$ cat config.mk
export PLATFORM = sky130hd
export DESIGN_NAME = bp_sensor_frame_parser
export DESIGN_NICKNAME = d
export VERILOG_FILES = /design/src/hdl/bpsfp_pkg.sv /design/src/hdl/bpsfp_ascii_dec.sv /design/src/hdl/bp_sensor_frame_parser.sv
export SDC_FILE = /design/constraint.sdc
export NUM_CORES = 1
export LEC_CHECK = 0
export BUFFER_PORTS_ARGS = -buffer_cell sky130_fd_sc_hd__buf_4
export CORE_MARGIN = 3
export CORE_UTILIZATION = 45
export CTS_CLUSTER_SIZE = 28
export DETAILED_ROUTE_END_ITERATION = 8
export GPL_ROUTABILITY_DRIVEN = 0
export GPL_TIMING_DRIVEN = 0
export MAX_ROUTING_LAYER = met4
export PLACE_DENSITY_LB_ADDON = 0.08
export SYNTH_ARGS = -nofsm -noshare
export SYNTH_HDL_FRONTEND = slang
export SYNTH_SLANG_ARGS = --single-unit
$ cat constraint.sdc
create_clock -name clk -period 17 [get_ports clk]
set_input_delay 2.55 -clock clk [delete_from_list [all_inputs] [get_ports clk]]
set_output_delay 2.55 -clock clk [all_outputs]
set_load 0.02 [all_outputs]
$ cat src/hdl/bpsfp_pkg.sv
// Shared types and constants for the blood-pressure sensor frame parser.
// No dependencies; imported by bpsfp_ascii_dec and bp_sensor_frame_parser.
`default_nettype none

package bpsfp_pkg;

	// Default capture depth of an ASCII frame, STX included
	localparam int STORE_DEPTH_DEF = 256;

	// Highest frame-store index that any decode ever reads
	localparam int LAST_TAP = 24;
	localparam int TAP_W    = 5;

	// Framing bytes
	localparam logic [7:0] BYTE_STX  = 8'h02;
	localparam logic [7:0] BYTE_ETX  = 8'h03;
	localparam logic [7:0] BYTE_CR   = 8'h0D;
	localparam logic [7:0] BYTE_SYNC = 8'hFF;
	localparam logic [7:0] BYTE_ID   = 8'hCD;
	localparam logic [7:0] BYTE_READ = 8'h08;
	localparam logic [7:0] BYTE_ERR  = 8'h04;
	localparam logic [7:0] BYTE_SKIP = 8'h01;

	// Frame format register values
	localparam logic FMT_ASCII  = 1'b0;
	localparam logic FMT_BINARY = 1'b1;

	// Result kinds
	localparam logic [1:0] KIND_READING = 2'd0;
	localparam logic [1:0] KIND_FETCH   = 2'd1;
	localparam logic [1:0] KIND_ERROR   = 2'd2;

	// Binary header progress codes
	localparam logic [1:0] HDR_IDLE = 2'd0;
	localparam logic [1:0] HDR_SYNC = 2'd1;
	localparam logic [1:0] HDR_ID   = 2'd2;
	localparam logic [1:0] HDR_READ = 2'd3;

	// Error code reported for any module code above the known range
	localparam logic [2:0] ECODE_MAX   = 3'd4;
	localparam logic [2:0] ECODE_OTHER = 3'd5;

	// ASCII payload pattern matches and decoded readings
	typedef struct packed {
		logic               fetch_pat;
		logic               read_pat;
		logic signed [10:0] sys;
		logic signed [10:0] dia;
		logic signed [10:0] rate;
	} ascii_dec_t;

endpackage

`default_nettype wire

$ cat src/hdl/bpsfp_ascii_dec.sv
// ASCII payload decode: pattern checks and three-digit decimal fields.
// Depends on bpsfp_pkg; reads the fixed frame-store taps of the top level.
`default_nettype none

module bpsfp_ascii_dec
	import bpsfp_pkg::*;
(
	input  wire logic [7:0] taps [1:LAST_TAP],
	output ascii_dec_t      dec
);

	// Parse up to three characters: blanks, optional sign, then digits
	function automatic logic signed [10:0] dec3(input logic [7:0] c0, input logic [7:0] c1,
			input logic [7:0] c2);
		logic [7:0] c [3];
		logic [1:0] phase;
		logic       neg;
		logic [9:0] v;
		logic       blank;
		logic       digit;
		c[0]  = c0;
		c[1]  = c1;
		c[2]  = c2;
		phase = 2'd0;
		neg   = 1'b0;
		v     = '0;
		for (int k = 0; k < 3; k++) begin
			blank = (c[k] == 8'h20) || (c[k] >= 8'h09 && c[k] <= 8'h0D);
			digit = (c[k] >= 8'h30) && (c[k] <= 8'h39);
			if (phase == 2'd0) begin
				if (blank) begin
					phase = 2'd0;
				end else if (c[k] == 8'h2B || c[k] == 8'h2D) begin
					neg   = (c[k] == 8'h2D);
					phase = 2'd1;
				end else if (digit) begin
					v     = {6'd0, c[k][3:0]};
					phase = 2'd1;
				end else begin
					phase = 2'd2;
				end
			end else if (phase == 2'd1) begin
				if (digit) begin
					v = 10'(v * 10'd10 + {6'd0, c[k][3:0]});
				end else begin
					phase = 2'd2;
				end
			end
		end
		return neg ? -$signed({1'b0, v}) : $signed({1'b0, v});
	endfunction

	// Match "999" and the "S1" ... "M03" reading layout
	always_comb begin
		dec.fetch_pat = (taps[1] == 8'h39) && (taps[2] == 8'h39) && (taps[3] == 8'h39);
		dec.read_pat  = (taps[1] == 8'h53) && (taps[2] == 8'h31) && (taps[11] == 8'h4D)
			&& (taps[12] == 8'h30) && (taps[13] == 8'h33);
		dec.sys  = dec3(taps[16], taps[17], taps[18]);
		dec.dia  = dec3(taps[19], taps[20], taps[21]);
		dec.rate = dec3(taps[22], taps[23], taps[24]);
	end

endmodule

`default_nettype wire

$ cat src/hdl/bp_sensor_frame_parser.sv
// Blood-pressure sensor frame parser, top level.
// Depends on bpsfp_pkg and bpsfp_ascii_dec.
`default_nettype none

// Channel   Handshake             Payload
// ------    ---------             -------
// input     in_valid / in_ready   rx_byte
// result    out_valid / out_ready result_kind, systolic, diastolic, heart_rate, error_kind
// config    cfg_wr_en             cfg_wr_data (frame_format)
//
// One byte is accepted per cycle, except while a byte with a result waits. A byte sits in
// the input register, where the frame state is advanced, and its result (if any) is loaded
// into the result register as the byte leaves it. Only a byte that produces a result waits
// for a full result register; bytes without a result pass straight through. Reset clears
// all parser state and the held readings, and sets the binary format.

module bp_sensor_frame_parser
	import bpsfp_pkg::*;
#(
	parameter int STORE_DEPTH = STORE_DEPTH_DEF
) (
	input  wire logic               clk,
	input  wire logic               arst_n,
	input  wire logic               cfg_wr_en,
	input  wire logic               cfg_wr_data,
	input  wire logic               in_valid,
	output logic                    in_ready,
	input  wire logic [7:0]         rx_byte,
	output logic                    out_valid,
	input  wire logic               out_ready,
	output logic [1:0]              result_kind,
	output logic signed [10:0]      systolic,
	output logic signed [10:0]      diastolic,
	output logic signed [10:0]      heart_rate,
	output logic [2:0]              error_kind
);

	localparam int PW = $clog2(STORE_DEPTH + 1);

	logic               fmt_q;
	logic               valid_s1;
	logic [7:0]         byte_s1;
	logic [PW-1:0]      pos_q,  pos_n;
	logic [1:0]         hdr_q,  hdr_n;
	logic               err_q,  err_n;
	logic [2:0]         cnt_q,  cnt_n;
	logic [7:0]         store_q [1:LAST_TAP];
	logic signed [10:0] sys_q,  sys_n;
	logic signed [10:0] dia_q,  dia_n;
	logic signed [10:0] rate_q, rate_n;
	logic               out_valid_q;
	logic [1:0]         kind_q;
	logic [2:0]         ekind_q;

	logic               emit;
	logic [1:0]         emit_kind;
	logic [2:0]         emit_ekind;
	logic               wr_en;
	logic [TAP_W-1:0]   wr_idx;
	logic [PW-1:0]      pos_a;
	logic [2:0]         cnt_inc;
	logic [7:0]         bb2, bb3, bb5, bb6;
	logic               fire_s1;
	ascii_dec_t         adec;

	bpsfp_ascii_dec u_dec (
		.taps (store_q),
		.dec  (adec)
	);

	// Store bytes as seen after this cycle's write, for the binary decode
	assign bb2 = (wr_en && wr_idx == TAP_W'(2)) ? byte_s1 : store_q[2];
	assign bb3 = (wr_en && wr_idx == TAP_W'(3)) ? byte_s1 : store_q[3];
	assign bb5 = (wr_en && wr_idx == TAP_W'(5)) ? byte_s1 : store_q[5];
	assign bb6 = (wr_en && wr_idx == TAP_W'(6)) ? byte_s1 : store_q[6];

	assign pos_a   = (byte_s1 == BYTE_CR) ? '0 : pos_q;
	assign cnt_inc = cnt_q + 3'd1;

	// Advance the frame state for the byte in the input register
	always_comb begin
		pos_n      = pos_q;
		hdr_n      = hdr_q;
		err_n      = err_q;
		cnt_n      = cnt_q;
		sys_n      = sys_q;
		dia_n      = dia_q;
		rate_n     = rate_q;
		emit       = 1'b0;
		emit_kind  = KIND_READING;
		emit_ekind = '0;
		wr_en      = 1'b0;
		wr_idx     = '0;
		if (fmt_q == FMT_ASCII) begin
			if (pos_a == '0 && byte_s1 == BYTE_STX) begin
				pos_n = PW'(1);
			end else if (pos_a != '0 && pos_a < PW'(STORE_DEPTH)) begin
				wr_en  = (pos_a <= PW'(LAST_TAP));
				wr_idx = pos_a[TAP_W-1:0];
				if (byte_s1 == BYTE_ETX) begin
					pos_n = '0;
					if (pos_a == PW'(4) && adec.fetch_pat) begin
						emit      = 1'b1;
						emit_kind = KIND_FETCH;
					end else if (pos_a >= PW'(LAST_TAP + 1) && adec.read_pat) begin
						emit   = 1'b1;
						sys_n  = adec.sys;
						dia_n  = adec.dia;
						rate_n = adec.rate;
					end
				end else begin
					pos_n = pos_a + PW'(1);
				end
			end else begin
				pos_n = '0;
			end
		end else begin
			if (err_q) begin
				wr_en  = (cnt_q != 3'd0);
				wr_idx = TAP_W'(cnt_q);
				cnt_n  = cnt_inc;
				if (cnt_inc >= 3'd3) begin
					cnt_n      = '0;
					hdr_n      = HDR_IDLE;
					err_n      = 1'b0;
					emit       = 1'b1;
					emit_kind  = KIND_ERROR;
					emit_ekind = (bb2 <= {5'd0, ECODE_MAX}) ? bb2[2:0] : ECODE_OTHER;
				end
			end else if (byte_s1 == BYTE_SYNC && hdr_q == HDR_IDLE) begin
				hdr_n = HDR_SYNC;
			end else if (byte_s1 == BYTE_ID && hdr_q == HDR_SYNC) begin
				hdr_n = HDR_ID;
			end else if (byte_s1 == BYTE_READ && hdr_q == HDR_ID) begin
				hdr_n = HDR_READ;
			end else if (byte_s1 == BYTE_ERR && hdr_q == HDR_ID) begin
				hdr_n = HDR_IDLE;
				err_n = 1'b1;
				cnt_n = '0;
			end else if (hdr_q == HDR_READ) begin
				wr_en  = (cnt_q != 3'd0);
				wr_idx = TAP_W'(cnt_q);
				cnt_n  = cnt_inc;
				if (cnt_inc >= 3'd7) begin
					cnt_n = '0;
					hdr_n = HDR_IDLE;
					if (bb2 != BYTE_SKIP) begin
						emit   = 1'b1;
						sys_n  = $signed({3'd0, bb3});
						dia_n  = $signed({3'd0, bb5});
						rate_n = $signed({3'd0, bb6});
					end
				end
			end else begin
				cnt_n = '0;
				hdr_n = HDR_IDLE;
			end
		end
	end

	// A byte with a result waits for room in the result register
	assign fire_s1  = valid_s1 && (!emit || !out_valid_q || out_ready);
	assign in_ready = !valid_s1 || fire_s1;

	// Hold the format register
	always_ff @(posedge clk or negedge arst_n) begin
		if (!arst_n) begin
			fmt_q <= FMT_BINARY;
		end else if (cfg_wr_en) begin
			fmt_q <= cfg_wr_data;
		end
	end

	// Input register
	always_ff @(posedge clk or negedge arst_n) begin
		if (!arst_n) begin
			valid_s1 <= 1'b0;
		end else if (in_ready) begin
			valid_s1 <= in_valid;
		end
	end

	always_ff @(posedge clk) begin
		if (in_ready && in_valid) begin
			byte_s1 <= rx_byte;
		end
	end

	// Parser state and held readings
	always_ff @(posedge clk or negedge arst_n) begin
		if (!arst_n) begin
			pos_q  <= '0;
			hdr_q  <= HDR_IDLE;
			err_q  <= 1'b0;
			cnt_q  <= '0;
			sys_q  <= '0;
			dia_q  <= '0;
			rate_q <= '0;
		end else if (fire_s1) begin
			pos_q  <= pos_n;
			hdr_q  <= hdr_n;
			err_q  <= err_n;
			cnt_q  <= cnt_n;
			sys_q  <= sys_n;
			dia_q  <= dia_n;
			rate_q <= rate_n;
		end
	end

	// Frame store: only the entries up to the highest index that a decode reads are kept
	always_ff @(posedge clk or negedge arst_n) begin
		if (!arst_n) begin
			for (int k = 1; k <= LAST_TAP; k++) begin
				store_q[k] <= '0;
			end
		end else if (fire_s1 && wr_en) begin
			for (int k = 1; k <= LAST_TAP; k++) begin
				if (wr_idx == TAP_W'(k)) begin
					store_q[k] <= byte_s1;
				end
			end
		end
	end

	// Result register
	always_ff @(posedge clk or negedge arst_n) begin
		if (!arst_n) begin
			out_valid_q <= 1'b0;
		end else if (fire_s1 && emit) begin
			out_valid_q <= 1'b1;
		end else if (out_ready) begin
			out_valid_q <= 1'b0;
		end
	end

	always_ff @(posedge clk) begin
		if (fire_s1 && emit) begin
			kind_q  <= emit_kind;
			ekind_q <= emit_ekind;
		end
	end

	// Held readings only change when a result is loaded, so they stay put while it waits
	assign out_valid   = out_valid_q;
	assign result_kind = kind_q;
	assign error_kind  = ekind_q;
	assign systolic    = sys_q;
	assign diastolic   = dia_q;
	assign heart_rate  = rate_q;

endmodule

`default_nettype wire

==> results of run 1 <==
==> registers in the layout, indices dropped and copies added, names as in the netlist, 2 cells and up <==
signal,cells
pos_q,9
byte_s1,8
hdr_q,2
cnt_q,3
systolic,11
heart_rate,11
error_kind,3
diastolic,11
result_kind,2
store_q,136
==> synth_stat cells (13+ instances only) <==
| master | n |
|---|---|
| nor2b_1 | 19 |
| and3_1 | 19 |
| nand4_1 | 20 |
| edfxtp_1 | 13 |
| nand2b_1 | 19 |
| a21o_1 | 18 |
| a31oi_1 | 17 |
| or3_1 | 13 |
| a21oi_1 | 53 |
| nor3b_1 | 17 |
| xnor2_1 | 52 |
| o31ai_1 | 14 |
| nor3_1 | 21 |
| o21ai_0 | 90 |
| nor2_1 | 102 |
| nand2_1 | 103 |
| mux2_2 | 140 |
| inv_1 | 64 |
| a211oi_1 | 19 |
| ha_1 | 66 |
| xor2_1 | 26 |
| nand3_1 | 29 |
| dfrtp_1 | 186 |
| mux2i_1 | 26 |
| clkbuf_1 | 54 |
| nor4b_1 | 13 |
==> power breakdown <==
| group | total [mW] | switching, mW | internal (mW) | leakage, nW |
|---|---|---|---|---|
| combinational | 0.0658 | 0.0505 | 0.0154 | 3.98 |
| sequential | 0.486 | 0.00348 | 0.482 | 2.73 |
| clock | 0.411 | 0.204 | 0.207 | 0.275 |
==> worst max-delay path: stages (launching register included) <==
cell and delay (ns):
edfxtp_1 0.57, nor4_4 0.52, nand2_1 0.33, nand2_1 0.26, ha_1 0.27, nor2b_1 0.17, nor3b_1 0.29, o32a_2 0.31
nor2_1 0.09, a41oi_1 0.39, a21oi_4 0.16, nor2_1 0.13, nand2_1 0.09, buf_4 0.17
==> layout by cell type, fill, tap and decap left out, drive strengths merged, types with 20 or more instances in the layout <==
master / n
xor2: 26
nand4: 20
clkbuf: 72
nand3: 29
nor3: 23
inv: 70
a21oi: 55
nor2: 105
xnor2: 52
nand2b: 20
mux2: 148
a211oi: 20
nand2: 103
buf: 69
ha: 66
mux2i: 26
dfrtp: 186
o21ai: 97
==> per-layer routing <==
metal	up-vias	share of wire	track usage
met1	5798	0.48	0.3442
met3	28	0.039	0.02810
met2	255	0.47	0.3911
met4	0	0.0098	0.04022
met5	-	0	-
li1	5533	-	-
==> per-stage QoR <==
step / cells / hold WS, ns / worst slack [ns] / total power, mW
after floorplan: 1456 / 0.4698 / 11.48 / 0.5254
after global placement: 1905 / 0.4654 / 10.81 / 0.5604
after detailed placement: 1906 / 0.4781 / 10.78 / 0.5617
after CTS: 1938 / 0.4944 / 10.27 / 0.9713
after global routing: 1938 / 0.5076 / 9.908 / 0.9944
final: 1938 / 0.4848 / 10.24 / 0.9627
==> cell type report <==
class                           count  share of cell area
Inverter                           65             0.01554
Clock buffer                       18             0.02734
Tap cell                          396             0.03156
Clock inverter                     14            0.008926
Buffer                             69             0.01817
Multi-Input combinational cell   1122              0.5479
Sequential cell                   200              0.3230
Timing Repair Buffer               54             0.02758
==> worst max path at each step <==
stage                    startpoint        to  slack, ns  depth (start not counted)
4_1_cts        byte_s1[5]$_DFFE_PP_  in_ready      10.27                         13
3_3_place_gp   byte_s1[5]$_DFFE_PP_  in_ready      10.81                         13
6_report       byte_s1[5]$_DFFE_PP_  in_ready      10.24                         13
2_1_floorplan             out_ready  in_ready      11.48                          3
3_5_place_dp   byte_s1[5]$_DFFE_PP_  in_ready      10.78                         13
5_1_grt        byte_s1[5]$_DFFE_PP_  in_ready       9.91                         13
==> cell families (layout without fill, tap and decap cells) <==
| kind of cell | count (synthesis) | count (layout) | synth area share |
|---|---|---|---|
| buffers and inverters | 134 | 220 | 0.03727 |
| xor gates and xnor gates | 79 | 79 | 0.04969 |
| adders and majority gates | 78 | 78 | 0.07507 |
| DFF | 200 | 200 | 0.3571 |
| AOI/OAI and AO/OA | 330 | 330 | 0.1610 |
| and+or+nand+nor | 461 | 461 | 0.1821 |
| muxes | 174 | 174 | 0.1378 |
==> flow_metrics.py, run 1 <==
metrics = {
    "outcome": {
        "status": "completed",
    },
    "place": {
        "placed_area_um2": 15130,
        "dp_hpwl_mm": 28.90,
        "portBuffers": 53,
    },
    "logic_synthesis": {
        "yosysTopAreaCell": "dfrtp_1",
        "async_flop_share": 0.9350,
        "avgSynthCellArea_um2": 9.754,
        "netlist_top_cells_area": "dfrtp_1, mux2_2, ha_1, xnor2_1, o21ai_0",
        "synth_edf_count": 13,
        "ys.flop_type": "dfrtp_1",
        "netlist_instances": 1456,
        "syn_area_um2": 14200,
        "yosysUniqueCellTypes": 104,
        "ys_seq_area_frac": 0.3571,
        "yosysTopAreaCellShare": 0.3278,
        "ys_warn_count": 0,
        "synth-seq-cells": 200,
        "synth_fp_nets": 1548,
    },
    "critical_path": {
        "worst-setup-path-type": "flop to primary output",
        "cp-start-kind": "flop",
        "worstSetupEndpointType": "primary output",
        "arrival_ns": 4.21,
        "path_max_fanout": 9,
        "reg2regPathDepth": 22,
        "timing.rr.end": "systolic[8]$_DFFE_PN0P_",
        "regToRegStartpoint": "store_q[69]$_DFFE_PN0P_",
        "required_ns": 14.45,
        "r2r_setup_slack_ns": 10.80,
    },
    "clock_network": {
        "worstSkewPairLatency_ns": 0.45,
        "cts_made_buffers": 17,
        "cts-hold-fix-buffers": 0,
        "postCtsSetupBuffers": 0,
        "cts_buffer_depth": 2,
        "cts-root-buf": "clkbuf_16",
        "cts.repair.resized": 0,
        "clkTransAtPathRegs_ns": 0.08,
        "cts_tree": "yes",
        "cts.sink_count": 200,
        "htreeDepth": 4,
    },
    "final_layout": {
        "nFillCells": 2817,
        "seq_area_um2": 5071,
        "final_area_um2": 15700,
        "syn2layout_area_growth_pct": 10.55,
        "fin_util": 0.5092,
        "n_antenna_cell": 0,
        "multi_input_area_um2": 8601,
        "nNetsFinal": 1621,
        "drive_gt1_frac": 0.1848,
    },
    "sta": {
        "min_period_ns": 6.765,
        "period_share": 0.3979,
        "fmax_mhz": 147.8,
        "finalSetupTns_ns": 0,
        "skew_ns": 0.008190,
        "max-slew-margin-rel": 0.1858,
        "setup-violations-final": 0,
        "tightest_slew_ns": 1.218,
        "hold_violations": 0,
        "rsz0062_at_grt": "false",
        "drv_slew": 0,
    },
    "routing": {
        "drtIter0Drc": 941,
        "ant_nets": 0,
        "vias": 11614,
        "drc_errors": 0,
        "viasPerCell": 5.993,
        "first_pass_iters": 8,
        "wl_per_cell_um": 20.36,
        "wirelength_mm": 39.46,
    },
    "hold_path": {
        "hold_path_end": "diastolic[3]$_DFFE_PN0P_",
        "min_path_cells": 2,
        "hold_class": "flop to flop",
        "hold_start": "diastolic[3]$_DFFE_PN0P_",
    },
    "global_routing": {
        "grt_overflow_total": 0,
        "antenna_found_initial": 0,
        "grt_max_degree": 99,
        "grt_pass1_wl_mm": 63.20,
        "grt_pass1_vias": 11104,
        "grtUsageTotal": 0.2451,
    },
    "pwr": {
        "p_leak_nw": 6.985,
        "power.density_nw_per_um2": 61.33,
        "peakVddDrop_mv": 0.06252,
    },
    "floorplanning": {
        "die_h_um": 183.6,
        "core_um2": 30830,
        "io_pins": 54,
        "die_area_um2": 33730,
        "rows": 64,
        "die_x_um": 183.6,
        "initial_utilization": 0.4606,
    },
    "flow_run": {
        "maxCapViolations": 0,
    },
}
Note: power is estimated with default switching activity, not from simulation.
==> inputs of run 2 (changes only) <==
==> constraint.sdc (replaced) <==
create_clock -name clk -period 6.45 [get_ports clk]
set_input_delay 0.9675 -clock clk [delete_from_list [all_inputs] [get_ports clk]]
set_output_delay 0.9675 -clock clk [all_outputs]
set_load 0.02 [all_outputs]
==> run 2 against run 1 <==
Compared with the run above:
- power increased to 2.6 times the previous value
- wire length increased by 0.24%
- count of clock-buffer cells in the layout unchanged
- hold slack about the same
- cell area increased by 0.11%
- largest power group unchanged
- highest routed layer unchanged
==> flow_metrics.py, run 2 (synthesized netlist as in run 1, its figures left out) <==
metrics = {
    "global_routing": {
        "grt_max_degree": 99,
        "antenna_found_initial": 0,
        "grt_overflow_total": 0,
        "grt_pass1_vias": 11104,
        "grtUsageTotal": 0.2451,
        "grt_pass1_wl_mm": 63.20,
    },
    "routing": {
        "wirelength_mm": 39.56,
        "wl_per_cell_um": 20.41,
        "ant_nets": 0,
        "vias": 11598,
        "drc_errors": 0,
        "viasPerCell": 5.985,
        "drtIter0Drc": 852,
        "first_pass_iters": 6,
    },
    "clock_network": {
        "cts_made_buffers": 17,
        "cts.repair.resized": 0,
        "cts.sink_count": 200,
        "cts_tree": "yes",
        "cts-hold-fix-buffers": 0,
        "worstSkewPairLatency_ns": 0.45,
        "clkTransAtPathRegs_ns": 0.08,
        "cts-root-buf": "clkbuf_16",
        "htreeDepth": 4,
        "cts_buffer_depth": 2,
        "postCtsSetupBuffers": 0,
    },
    "place": {
        "portBuffers": 53,
        "dp_cells": 1906,
        "dp_hpwl_mm": 28.90,
    },
    "critical_path": {
        "arrival_ns": 6.36,
        "r2r_setup_slack_ns": 0.42,
        "path_max_fanout": 7,
        "required_ns": 6.78,
        "worst-setup-path-type": "flop to flop",
        "worstSetupEndpointType": "flop",
        "cp-start-kind": "flop",
    },
    "outcome": {
        "status": "completed",
    },
    "sta": {
        "tightest_slew_ns": 1.214,
        "period_share": 0.9348,
        "rsz0062_at_grt": "false",
        "drv_slew": 0,
        "setup-violations-final": 0,
        "hold_violations": 0,
        "fmax_mhz": 165.9,
        "max-slew-margin-rel": 0.1885,
        "min_period_ns": 6.029,
        "skew_ns": 0.009629,
        "finalSetupTns_ns": 0,
    },
    "final_layout": {
        "regMostFlops": "store_q",
        "nNetsFinal": 1621,
        "layout_common_cells": "dfrtp_1, mux2_2, nand2_1",
        "syn2layout_area_growth_pct": 10.67,
        "n_antenna_cell": 0,
        "final_common_cell": "dfrtp_1",
        "largest_register_ffs": 136,
        "drive_gt1_frac": 0.1868,
        "fin_cells": 1938,
        "fin_util": 0.5098,
    },
    "floorplanning": {
        "die_h_um": 183.6,
        "io_pins": 54,
        "die_area_um2": 33730,
        "core_um2": 30830,
        "die_x_um": 183.6,
        "initial_utilization": 0.4606,
        "rows": 64,
    },
    "hold_path": {
        "hold_class": "flop to flop",
    },
    "flow_run": {
        "maxCapViolations": 0,
    },
    "pwr": {
        "power.density_nw_per_um2": 161.7,
        "peakVddDrop_mv": 0.1654,
        "p_leak_nw": 6.985,
    },
}
## run 2: where the power goes
group,switching [mW],internal (mW)
clock,0.541,0.545
sequential,0.00912,1.27
combinational,0.133,0.0405
total,0.684,1.86
## run 2: area by class of cell
cell class              count  area [um^2]
plain buffers              69        285.3
flip-flops and latches    200         5071
multi-input cells        1122         8618
inverters                  65        244.0
well taps                 396        495.5
clock inverters            14        140.1
repair buffers             54        432.9
fillers                  2814        15110
clock buffers              18        429.2
## run 2: through the flow
stage	setup slack [ns]	hold WS, ns	power [mW]	area [um^2]
after floorplan	1.114	0.4698	1.385	14200
after global placement	0.3550	0.4654	1.477	15090
after detailed placement	0.2996	0.4781	1.480	15130
after CTS	0.2686	0.4944	2.560	15700
after global routing	0.01124	0.5076	2.621	15720
final	0.4208	0.4851	2.541	15720
## run 2: final timing paths
kind	cells after the start	startpoint	to
worst min register to register	2	diastolic[3]$_DFFE_PN0P_	diastolic[3]$_DFFE_PN0P_
worst max register to register	22	store_q[69]$_DFFE_PN0P_	systolic[8]$_DFFE_PN0P_
max in group asynchronous	2	arst_n	store_q[24]$_DFFE_PN0P_
min in group asynchronous	1	arst_n	systolic[6]$_DFFE_PN0P_
worst max-delay path	22	store_q[69]$_DFFE_PN0P_	systolic[8]$_DFFE_PN0P_
worst min-delay path	2	diastolic[3]$_DFFE_PN0P_	diastolic[3]$_DFFE_PN0P_
## run 2: per-layer routing
| layer | part of all wire | track usage |
|---|---|---|
| met4 | 0.0096 | 0.04022 |
| met2 | 0.47 | 0.3911 |
| met1 | 0.48 | 0.3442 |
| met3 | 0.040 | 0.02810 |
| met5 | 0 | - |
## run 2: worst max-delay path, stage by stage (launching register included)
cell and delay, ns:
dfrtp_1 0.47, nor4bb_2 0.49, nor2b_1 0.23, and2_1 0.20
ha_1 0.25, ha_1 0.36, nor2b_1 0.18, nor3_1 0.18
a311oi_1 0.07, a21oi_1 0.38, ha_1 0.31, ha_1 0.22
inv_1 0.07, fa_1 0.46, or4b_2 0.72, xor2_1 0.16
nor2_1 0.07, a32oi_1 0.20, nand2_1 0.13, a21oi_1 0.24
o21ai_0 0.15, xnor2_1 0.16, a22o_1 0.20
